`config.mk`:
```
export PLATFORM = sky130hd
export DESIGN_NAME = dns_response_address_extractor_core
export DESIGN_NICKNAME = d
export VERILOG_FILES = /design/src/rtl/dnsx_pkg.sv /design/src/rtl/dnsx_front.sv /design/src/rtl/dnsx_back.sv /design/src/rtl/dns_response_address_extractor_core.sv
export SDC_FILE = /design/constraint.sdc
export NUM_CORES = 1
export LEC_CHECK = 0
export BUFFER_PORTS_ARGS = -buffer_cell sky130_fd_sc_hd__clkbuf_2
export CAP_MARGIN = 0
export CORE_AREA = 2 2 352 354
export CTS_BUF_LIST = sky130_fd_sc_hd__clkbuf_8
export DETAILED_ROUTE_END_ITERATION = 10
export DIE_AREA = 0 0 354 356
export SYNTH_ARGS = -nofsm -noshare
export SYNTH_HDL_FRONTEND = slang
export SYNTH_SLANG_ARGS = --single-unit
```
`constraint.sdc`:
```
create_clock -name clk -period 10.78 [get_ports clk]
set_input_delay 1.617 -clock clk [delete_from_list [all_inputs] [get_ports clk]]
set_output_delay 1.617 -clock clk [all_outputs]
set_load 0.01 [all_outputs]
```
`src/rtl/dnsx_pkg.sv`:
```
// Package for the DNS response address extractor.
// Holds the sizes, phase and emitter state types, and the structs that pass between the front
// and back parts. No dependencies.
`timescale 1ns / 1ps
package dnsx_pkg;

  localparam int MaxLabels   = 8;
  localparam int LabelBytes  = 8;
  localparam int HeaderBytes = 12;

  localparam int CntW = $clog2(MaxLabels + 1);
  localparam int IdxW = (MaxLabels > 1) ? $clog2(MaxLabels) : 1;

  localparam logic [15:0] PosMax   = 16'hFFFF;
  localparam logic [15:0] TypeA    = 16'd1;
  localparam logic [15:0] TypeCname = 16'd5;

  typedef enum logic [2:0] {
    PH_HEADER = 3'd0,
    PH_LEN    = 3'd1,
    PH_LBYTES = 3'd2,
    PH_QTAIL  = 3'd3,
    PH_ANS    = 3'd4,
    PH_RDATA  = 3'd5,
    PH_ADDR   = 3'd6,
    PH_IDLE   = 3'd7
  } phase_t;

  typedef enum logic [1:0] {
    EM_IDLE    = 2'd0,
    EM_LABEL   = 2'd1,
    EM_VERDICT = 2'd2
  } emit_state_t;

  typedef struct packed {
    logic [7:0]  len;
    logic [63:0] bytes;
  } label_entry_t;

  // verdict of one message, queued from the parser to the emitter
  typedef struct packed {
    logic [CntW-1:0] total;
    logic            found;
    logic [31:0]     address;
  } job_t;

endpackage

```
`src/rtl/dnsx_front.sv`:
```
// Front part: byte-wise DNS message parser and label store.
// Depends on dnsx_pkg.
`timescale 1ns / 1ps
module dnsx_front import dnsx_pkg::*; (
  input  logic              clk,
  input  logic              rst_n,
  input  logic              byte_take,
  input  logic [7:0]        msg_byte,
  input  logic              is_final,
  output logic              job_push,
  output job_t              job,
  input  logic [IdxW-1:0]   rd_idx,
  output label_entry_t      rd_entry
);

  phase_t          phase_r, phase_nxt;
  logic [15:0]     pos_r, pos_nxt;
  logic [CntW-1:0] seen_r, seen_nxt;
  logic [7:0]      lleft_r, lleft_nxt;
  logic [31:0]     hshift_r, hshift_nxt;
  logic [3:0]      hcnt_r, hcnt_nxt;
  logic [15:0]     rleft_r, rleft_nxt;
  logic [31:0]     ashift_r, ashift_nxt;
  logic [2:0]      acnt_r, acnt_nxt;
  logic            fname_r, fname_nxt;
  logic            ffound_r, ffound_nxt;
  logic            flong_r, flong_nxt;

  label_entry_t    store_r [MaxLabels];
  logic [IdxW-1:0] wr_idx;
  logic [7:0]      kpos;
  logic            st_len_we, st_byte_we;

  assign wr_idx   = seen_r[IdxW-1:0];
  assign kpos     = store_r[wr_idx].len - lleft_r;
  assign rd_entry = store_r[rd_idx];

  always_comb begin
    phase_nxt  = phase_r;
    pos_nxt    = pos_r;
    seen_nxt   = seen_r;
    lleft_nxt  = lleft_r;
    hshift_nxt = hshift_r;
    hcnt_nxt   = hcnt_r;
    rleft_nxt  = rleft_r;
    ashift_nxt = ashift_r;
    acnt_nxt   = acnt_r;
    fname_nxt  = fname_r;
    ffound_nxt = ffound_r;
    flong_nxt  = flong_r;
    st_len_we  = 1'b0;
    st_byte_we = 1'b0;
    if (pos_r == PosMax) flong_nxt = 1'b1;
    unique case (phase_r)
      PH_HEADER: begin
        if ({1'b0, pos_r} + 17'd1 >= 17'(HeaderBytes)) phase_nxt = PH_LEN;
      end
      PH_LEN: begin
        if (msg_byte == 8'd0) begin
          fname_nxt = 1'b1;
          hcnt_nxt  = 4'd0;
          phase_nxt = PH_QTAIL;
        end else if (seen_r >= CntW'(MaxLabels)) begin
          phase_nxt = PH_IDLE;
        end else begin
          st_len_we = 1'b1;
          lleft_nxt = msg_byte;
          phase_nxt = PH_LBYTES;
        end
      end
      PH_LBYTES: begin
        st_byte_we = (kpos < 8'(LabelBytes));
        lleft_nxt  = lleft_r - 8'd1;
        if (lleft_r == 8'd1) begin
          seen_nxt  = seen_r + CntW'(1);
          phase_nxt = PH_LEN;
        end
      end
      PH_QTAIL: begin
        hcnt_nxt = hcnt_r + 4'd1;
        if (hcnt_r == 4'd3) begin
          hcnt_nxt   = 4'd0;
          hshift_nxt = 32'd0;
          phase_nxt  = PH_ANS;
        end
      end
      PH_ANS: begin
        if (hcnt_r == 4'd2 || hcnt_r == 4'd3 || hcnt_r == 4'd10 || hcnt_r == 4'd11)
          hshift_nxt = {hshift_r[23:0], msg_byte};
        hcnt_nxt = hcnt_r + 4'd1;
        if (hcnt_r == 4'd11) begin
          hcnt_nxt   = 4'd0;
          hshift_nxt = 32'd0;
          if (hshift_r[23:8] == TypeA) begin
            ashift_nxt = 32'd0;
            acnt_nxt   = 3'd0;
            phase_nxt  = PH_ADDR;
          end else if (hshift_r[23:8] == TypeCname) begin
            rleft_nxt = {hshift_r[7:0], msg_byte};
            phase_nxt = ({hshift_r[7:0], msg_byte} == 16'd0) ? PH_ANS : PH_RDATA;
          end else begin
            phase_nxt = PH_IDLE;
          end
        end
      end
      PH_RDATA: begin
        rleft_nxt = rleft_r - 16'd1;
        if (rleft_r == 16'd1) phase_nxt = PH_ANS;
      end
      PH_ADDR: begin
        ashift_nxt = {ashift_r[23:0], msg_byte};
        acnt_nxt   = acnt_r + 3'd1;
        if (acnt_r == 3'd3) begin
          ffound_nxt = 1'b1;
          phase_nxt  = PH_IDLE;
        end
      end
      default: ;
    endcase
    if (pos_r != PosMax) pos_nxt = pos_r + 16'd1;
  end

  // verdict for the message closed by this byte
  assign job_push    = byte_take && is_final;
  assign job.total   = (fname_nxt && !flong_nxt) ? seen_nxt : '0;
  assign job.found   = ffound_nxt && !flong_nxt;
  assign job.address = (ffound_nxt && !flong_nxt) ? ashift_nxt : 32'd0;

  always_ff @(posedge clk) begin
    if (!rst_n || job_push) begin
      phase_r  <= PH_HEADER;
      pos_r    <= 16'd0;
      seen_r   <= '0;
      lleft_r  <= 8'd0;
      hshift_r <= 32'd0;
      hcnt_r   <= 4'd0;
      rleft_r  <= 16'd0;
      ashift_r <= 32'd0;
      acnt_r   <= 3'd0;
      fname_r  <= 1'b0;
      ffound_r <= 1'b0;
      flong_r  <= 1'b0;
    end else if (byte_take) begin
      phase_r  <= phase_nxt;
      pos_r    <= pos_nxt;
      seen_r   <= seen_nxt;
      lleft_r  <= lleft_nxt;
      hshift_r <= hshift_nxt;
      hcnt_r   <= hcnt_nxt;
      rleft_r  <= rleft_nxt;
      ashift_r <= ashift_nxt;
      acnt_r   <= acnt_nxt;
      fname_r  <= fname_nxt;
      ffound_r <= ffound_nxt;
      flong_r  <= flong_nxt;
    end
  end

  always_ff @(posedge clk) begin
    if (byte_take && st_len_we) begin
      store_r[wr_idx].len   <= msg_byte;
      store_r[wr_idx].bytes <= 64'd0;
    end else if (byte_take && st_byte_we) begin
      store_r[wr_idx].bytes[63 - 8*kpos[2:0] -: 8] <= msg_byte;
    end
  end

endmodule

```
`src/rtl/dnsx_back.sv`:
```
// Back part: emits the label entries, top-level label first, then the verdict.
// Depends on dnsx_pkg; reads the label store of dnsx_front.
`timescale 1ns / 1ps
module dnsx_back import dnsx_pkg::*; (
  input  logic            clk,
  input  logic            rst_n,
  input  logic            job_valid,
  input  job_t            job_in,
  output logic            job_take,
  output logic            busy,
  output logic [IdxW-1:0] rd_idx,
  input  label_entry_t    rd_entry,
  output logic            out_valid,
  input  logic            out_stall,
  output logic            out_kind,
  output logic [2:0]      out_label_position,
  output logic [7:0]      out_label_length,
  output logic [63:0]     out_label_bytes,
  output logic [3:0]      out_label_total,
  output logic            out_found,
  output logic [31:0]     out_address,
  output logic            out_end_of_run
);

  emit_state_t     state_r, state_nxt;
  job_t            job_r;
  logic [IdxW-1:0] idx_r;
  logic [CntW-1:0] entry;
  logic            slot_free, load_label, load_verdict;
  logic            valid_r;

  assign slot_free = !valid_r || !out_stall;
  assign entry     = job_r.total - CntW'(1) - CntW'(idx_r);
  assign rd_idx    = entry[IdxW-1:0];
  assign busy      = (state_r != EM_IDLE);

  always_comb begin
    state_nxt = state_r;
    unique case (state_r)
      EM_IDLE:
        if (job_valid) state_nxt = (job_in.total == '0) ? EM_VERDICT : EM_LABEL;
      EM_LABEL:
        if (slot_free && (CntW'(idx_r) == job_r.total - CntW'(1))) state_nxt = EM_VERDICT;
      EM_VERDICT:
        if (slot_free) state_nxt = EM_IDLE;
      default: state_nxt = EM_IDLE;
    endcase
  end

  always_comb begin
    job_take     = (state_r == EM_IDLE) && job_valid;
    load_label   = (state_r == EM_LABEL) && slot_free;
    load_verdict = (state_r == EM_VERDICT) && slot_free;
  end

  always_ff @(posedge clk) begin
    if (!rst_n) begin
      state_r <= EM_IDLE;
      valid_r <= 1'b0;
      idx_r   <= '0;
    end else begin
      state_r <= state_nxt;
      if (job_take) idx_r <= '0;
      else if (load_label) idx_r <= idx_r + IdxW'(1);
      if (load_label || load_verdict) valid_r <= 1'b1;
      else if (!out_stall) valid_r <= 1'b0;
    end
  end

  always_ff @(posedge clk) begin
    if (job_take) job_r <= job_in;
    if (load_label) begin
      out_kind           <= 1'b0;
      out_label_position <= 3'(idx_r);
      out_label_length   <= rd_entry.len;
      out_label_bytes    <= rd_entry.bytes;
      out_label_total    <= 4'(job_r.total);
      out_found          <= 1'b0;
      out_address        <= 32'd0;
      out_end_of_run     <= 1'b0;
    end else if (load_verdict) begin
      out_kind           <= 1'b1;
      out_label_position <= 3'd0;
      out_label_length   <= 8'd0;
      out_label_bytes    <= 64'd0;
      out_label_total    <= 4'(job_r.total);
      out_found          <= job_r.found;
      out_address        <= job_r.address;
      out_end_of_run     <= 1'b1;
    end
  end

  assign out_valid = valid_r;

endmodule

```
`src/rtl/dns_response_address_extractor_core.sv`:
```
// DNS response address extractor, top level. Depends on dnsx_pkg, dnsx_front, dnsx_back.
// Throughput: one message byte per cycle while parsing. After the final byte the input
// stalls until the emitter has issued all labels and the verdict of the message; this takes
// longer under output stall. The verdict is registered in the one-entry queue, then in the
// emitter state, before the first result reaches the output register.
// Reset (rst_n, synchronous, active low) clears parser, queue and output valid;
// the label store is not cleared.
`timescale 1ns / 1ps
module dns_response_address_extractor_core import dnsx_pkg::*; (
  input  logic        clk,
  input  logic        rst_n,
  input  logic        in_valid,
  output logic        in_stall,
  input  logic [7:0]  in_msg_byte,
  input  logic        in_is_final,
  output logic        out_valid,
  input  logic        out_stall,
  output logic        out_kind,
  output logic [2:0]  out_label_position,
  output logic [7:0]  out_label_length,
  output logic [63:0] out_label_bytes,
  output logic [3:0]  out_label_total,
  output logic        out_found,
  output logic [31:0] out_address,
  output logic        out_end_of_run
);

  logic            byte_take;
  logic            job_push, job_take, back_busy;
  job_t            job_new, job_r;
  logic            job_v_r;
  logic [IdxW-1:0] rd_idx;
  label_entry_t    rd_entry;

  // The label store has a single bank, so the parser holds off the next
  // message until the queued verdict and its labels are out.
  assign in_stall  = job_v_r || back_busy;
  assign byte_take = in_valid && !in_stall;

  dnsx_front u_front (
    .clk      (clk),
    .rst_n    (rst_n),
    .byte_take(byte_take),
    .msg_byte (in_msg_byte),
    .is_final (in_is_final),
    .job_push (job_push),
    .job      (job_new),
    .rd_idx   (rd_idx),
    .rd_entry (rd_entry)
  );

  // one-entry queue between parser and emitter
  always_ff @(posedge clk) begin
    if (!rst_n) begin
      job_v_r <= 1'b0;
    end else if (job_push) begin
      job_v_r <= 1'b1;
    end else if (job_take) begin
      job_v_r <= 1'b0;
    end
  end

  always_ff @(posedge clk) begin
    if (job_push) job_r <= job_new;
  end

  dnsx_back u_back (
    .clk               (clk),
    .rst_n             (rst_n),
    .job_valid         (job_v_r),
    .job_in            (job_r),
    .job_take          (job_take),
    .busy              (back_busy),
    .rd_idx            (rd_idx),
    .rd_entry          (rd_entry),
    .out_valid         (out_valid),
    .out_stall         (out_stall),
    .out_kind          (out_kind),
    .out_label_position(out_label_position),
    .out_label_length  (out_label_length),
    .out_label_bytes   (out_label_bytes),
    .out_label_total   (out_label_total),
    .out_found         (out_found),
    .out_address       (out_address),
    .out_end_of_run    (out_end_of_run)
  );

endmodule
```
=== Word-level counts from Yosys, hierarchy flattened ===
Memory sizes are Yosys's and may differ from the RTL's. A register that Yosys moved wholly into a read port is not among the register bits.
Index checks and enable logic that the tools add are counted.

* Flip-flop bits (word level): 307
* RAM bits: 576
* Logic and storage cells: 327
* Input bits: 13
* Memories: 1

* Add/subtract/negate cells: 13
* Bitwise gates (word level): 65
* Mux-type cells: 132
* Reduce and logical (&&, ||, !) cells: 45
* Order comparisons: 3
* Eq/ne operators: 37
* Shift-type cells: 2

{| class="wikitable"
|+ Memory list
! name !! depth !! width !! rd ports !! clocked after Yosys merged registers in !! write ports !! line !! source
|-
| u_front.store_r || 8 || 72 || 2 || 1 || 1 || dnsx_front.sv:29 || <nowiki>label_entry_t store_r [MaxLabels];</nowiki>
|}

{| class="wikitable"
|+ Operator list
! cell !! count
|-
| $mux 64 || 3
|-
| $mux 1 || 82
|-
| $mux 24 || 3
|-
| $shift 8x34->71 const A || 1
|-
| $shiftx 8x34->71 || 1
|-
| $mux 32 || 2
|-
| $or 1x1->1 || 64
|-
| $pmux 32 s2 || 1
|-
| $mux 16 || 3
|-
| $mux 3 || 16
|-
| $pmux 24 s2 || 1
|-
| $neg 32->34 || 1
|-
| $eq 16x1->1 const B || 2
|-
| $mux 8 || 4
|-
| $pmux 16 s2 || 1
|-
| $mux 4 || 7
|-
| $ne 2x1->1 const B || 12
|-
| $pmux 3 s7 || 1
|-
| $add 16x1->17 const B || 1
|-
| $ge 17x4->1 const B || 1
|-
| $add 16x1->16 const B || 1
|-
| $eq 16x16->1 const B || 1
|-
| $eq 16x3->1 const B || 1
|-
| $logic_not 16->1 || 1
|-
| 44 further kinds || 86
|}

=== Longest topological paths before layout ===
* Word-level depth: 9
* Gate-level depth with buffers: 14
* Gate-level depth less buffers: 10

=== Hierarchy ===
From an unflattened synthesis, not the netlist that was laid out.

* Cells, all modules: 2385
* Area, all modules: 36899.1 µm²

{| class="wikitable"
|+ Modules (own cells, without submodules)
! module !! area each (µm²) !! sequential area each (µm²) !! cells each !! instances
|-
| dnsx_front || 29832.4 || 19618.8 || 1932 || 1
|-
| dnsx_back || 5903.2 || 4284.1 || 410 || 1
|-
| dns_response_address_extractor_core || 1163.6 || 1131.1 || 43 || 1
|}

=== Worst setup path after synthesis ===
Ideal clock, no wire load.

* Path type: register to register
* Start: reg (tool-made name)
* End: mem u_front.store_r[1][0] (netlist name) (enable)
* Stages on the path, launching flop included: 14
* Data required time: 10382 ps
* Path slack: 6271 ps
* Arrival: 4111 ps
* Library setup time: 398 ps
* Cell sequence: dfxtp_1 > buf_2 > buf_2 > mux4_2 > mux2_2 > ha_1 > a21o_1 > a211o_1 > a41o_1 > nand2_1 > nand3_1 > clkbuf_1 > clkbuf_1 > o41ai_1

{| class="wikitable"
|+ RTL lines
! item !! line
|-
| to (decl) || dnsx_front.sv:29
|}

==> results.md <==
* Outcome: completed
* Design Area, Final at 0.04209 sq mm
* Remaining antenna violation count after routing at 0
* CTS tree: yes
* Total gr overflow at 0
* Fraction of layout cells with a size suffix above 1 at 0.1547
* Worst-path clk slew at 60 ps
* Post-Syn Instances at 2975
* Initial DRC count at 2341
* Clock root cell: clkbuf_8
* Final setup viols at 0
* Nets@finish at 3139
* Hold Buf Count CTS at 0
* Commonest non-fill, non-tap cell in the layout: edfxtp_1
* Overall Power at 6988 uW
* Area after DPL at 0.03930 sq mm
* Avg Cell Area, Syn at 12.25 sq um
* Distinct cells, synth at 70
* Post-cts sizing count at 0
* RSZ-0062 raised after global routing: no
* Setup TNS at 0 ps
* Initial Utilization at 0.2971
* Worst setup EP type: flop
* Ys flop type: edfxtp_1
* Wirelength per Cell at about 21 microns
* Mapped Nets at ~3000
* Async set-reset flop share out of synthesis at 0
* Max IR drop VDD at 0.1229 mV
* Die height at 356 microns
* Antenna violations before repair at 3
* Register area share after synthesis at 0.6869
* Worst-Margin Slew at 1338 ps
* Leakage Power at 0.01412 uW
* Layout Skew at 37.46 ps
* Clk buf depth at 3
* Gpl congestion at between 0.8 and 0.9
* HPWL after DPL at 60.40 mm
* Chip width at 354 microns
* CTS buffer count at 147
* Synth Cell Area at 0.03644 sq mm
* Crit-path max FO at 68
* Synth warn at 0
* Hold Crit Class: reg2reg
* First-pass GRT wire length at 150.4 mm
* Drt first pass iters at 5
* Post-layout min period at around 6000 ps
* Row cnt at 129
* Aggregate global-route resource usage at 0.1569
* Worst endpoint required time at about 11000 ps
* H-tree depth at 4
* Startpoint Class: flop
* Hold Fails Final Rpt at 0
* Fin. max-slew vios at 0
* Max Cap Violations at 0
* Endpoint arrival time on the critical path at between 6000 and 7000 ps
* Clk sink count at 886
* Die Footprint at approximately 0.13 sq mm
* Synthesized flop and latch total at 886
* Final clock period utilization by the worst path at 0.5737
* Drc violations at 0
* Final Non-Filler Cells at 4850
* Number of global-route vias before repair at 23810
* Routed WL at between 100 and 150 mm
* Synth-to-Final Area Change at 15.48%
* Max Clock Freq at roughly 160 MHz
* DR vias/cell at 5.097
* Setup bufs post-CTS at 0
* Largest net degree at the start of global routing at 158
* Crit Path Category: reg2reg
* Final Hold Slack at about 400 ps
* PD cells at about 170 mW/mm^2
* Post-synth EDFFs at roughly 730
* ANT cells at 0
* Most frequent cells in the layout: edfxtp_1, nand2_1, nand3_1
* Inst Count DP at roughly 4600
* CORE AREA at roughly 0.12 sq mm
* Top Ports at between 100 and 150
* PortBufs at roughly 130
* Via Count at 24720
* Worst slew margin at 0.09805
* Skew-Pair Late Insertion Delay at 820 ps
layout make-up:
type                            count  area, sq um
Timing Repair Buffer              193         1154
Fill cell                       12080        80580
Tap cell                         1637         2048
Clock buffer                      163         2243
Multi-Input combinational cell   1837        10940
Sequential cell                   886        25030
Clock inverter                     99        536.8
Inverter                           35        131.4
critical path, cell delays in order (launching register included):
cell and delay [ps]:
dfxtp_1 1020, mux4_2 600, mux2_2 270, ha_1 350, a21o_1 180, a211o_1 280
a41o_1 210, nand2_1 100, nand3_4 790, buf_4 720, o41ai_2 1180
report_power, final:
| part | leakage [uW] | internal (uW) | switching (uW) |
|---|---|---|---|
| Combinational | 0.00572 | 120 | 311 |
| Sequential | 0.00680 | 3720 | 25.7 |
| Clock | 0.00160 | 1440 | 1370 |
| Total | 0.0141 | 5280 | 1700 |
kinds of logic after synthesis:
| family | after synthesis | synth area share |
|---|---|---|
| XOR/XNOR | 31 | 0.008240 |
| buffers and inverters | 252 | 0.02898 |
| adder cells (fa/ha/maj) | 26 | 0.009338 |
| AO/OA/AOI/OAI | 483 | 0.08603 |
| flip-flops | 886 | 0.6869 |
| multiplexers | 102 | 0.03368 |
| AND/OR/NAND/NOR | 1195 | 0.1468 |
worst paths after layout:
path         cells after the start                     end      start  slack, ps
min reg2reg                      0        u_back.job_r[31]  job_r[31]        410
min                              0        u_back.job_r[31]  job_r[31]        410
max reg2reg                     10  u_front.store_r[5][23]       flop       4600
max                             10  u_front.store_r[5][23]       flop       4600
synthesized netlist by cell type, types with 3 or more instances:
master / instances / share of area
nor2_1: 164 / 0.017
mux4_2: 16 / 0.0099
edfxtp_1: 729 / 0.60
a31oi_1: 79 / 0.014
or2_2: 5 / 0.00086
o211a_1: 3 / 0.00082
nand3_1: 248 / 0.034
inv_1: 35 / 0.0036
and4_1: 4 / 0.00096
buf_1: 5 / 0.00052
nand2b_1: 18 / 0.0031
nand4_1: 7 / 0.0012
dfxtp_1: 157 / 0.086
mux2i_1: 81 / 0.022
o21ai_0: 41 / 0.0056
o211ai_1: 3 / 0.00062
nor3_1: 19 / 0.0026
o21a_1: 4 / 0.00082
clkbuf_1: 142 / 0.015
nor2b_1: 11 / 0.0019
and3_1: 12 / 0.0021
a21oi_1: 160 / 0.022
nand2_1: 590 / 0.061
xor2_1: 16 / 0.0038
buf_4: 9 / 0.0019
and2_1: 14 / 0.0024
mux2_2: 5 / 0.0015
o41ai_1: 67 / 0.016
a211o_1: 3 / 0.00072
nor4_1: 76 / 0.013
ha_1: 24 / 0.0082
buf_2: 60 / 0.0082
a22oi_1: 88 / 0.018
or3_1: 6 / 0.0010
a21o_1: 6 / 0.0012
o31ai_1: 4 / 0.00082
a211oi_1: 7 / 0.0014
xnor2_1: 12 / 0.0029
flip-flops by register name, indices dropped and copies added (netlist names), 24 cells and up, named ones only:
name                    count
job_r                      37
u_back.job_r               37
u_back.out_address         32
u_back.out_label_bytes     64
u_front.ashift_r           32
u_front.hshift_r           24
u_front.store_r           576
per-layer routing:
layer / routed length, microns / global-route usage / part of all wire / vias up
li1: - / - / - / 11310
met1: 42770 / 0.2110 / 0.42 / 12220
met2: 46690 / 0.2459 / 0.46 / 988
met3: 8370 / 0.03626 / 0.083 / 202
met4: 3156 / 0.06008 / 0.031 / 4
met5: 24 / 0 / 0.00024 / -
stage by stage:
stage	utilization	setup WS, ps
4_1_cts	0.3430	4577
3_5_place_dp	0.3204	4603
6_report	0.3431	4595
2_1_floorplan	-	6271
3_3_place_gp	0.3204	4642
5_1_grt	0.3431	4218
Note: power is estimated with default switching activity, not from simulation.
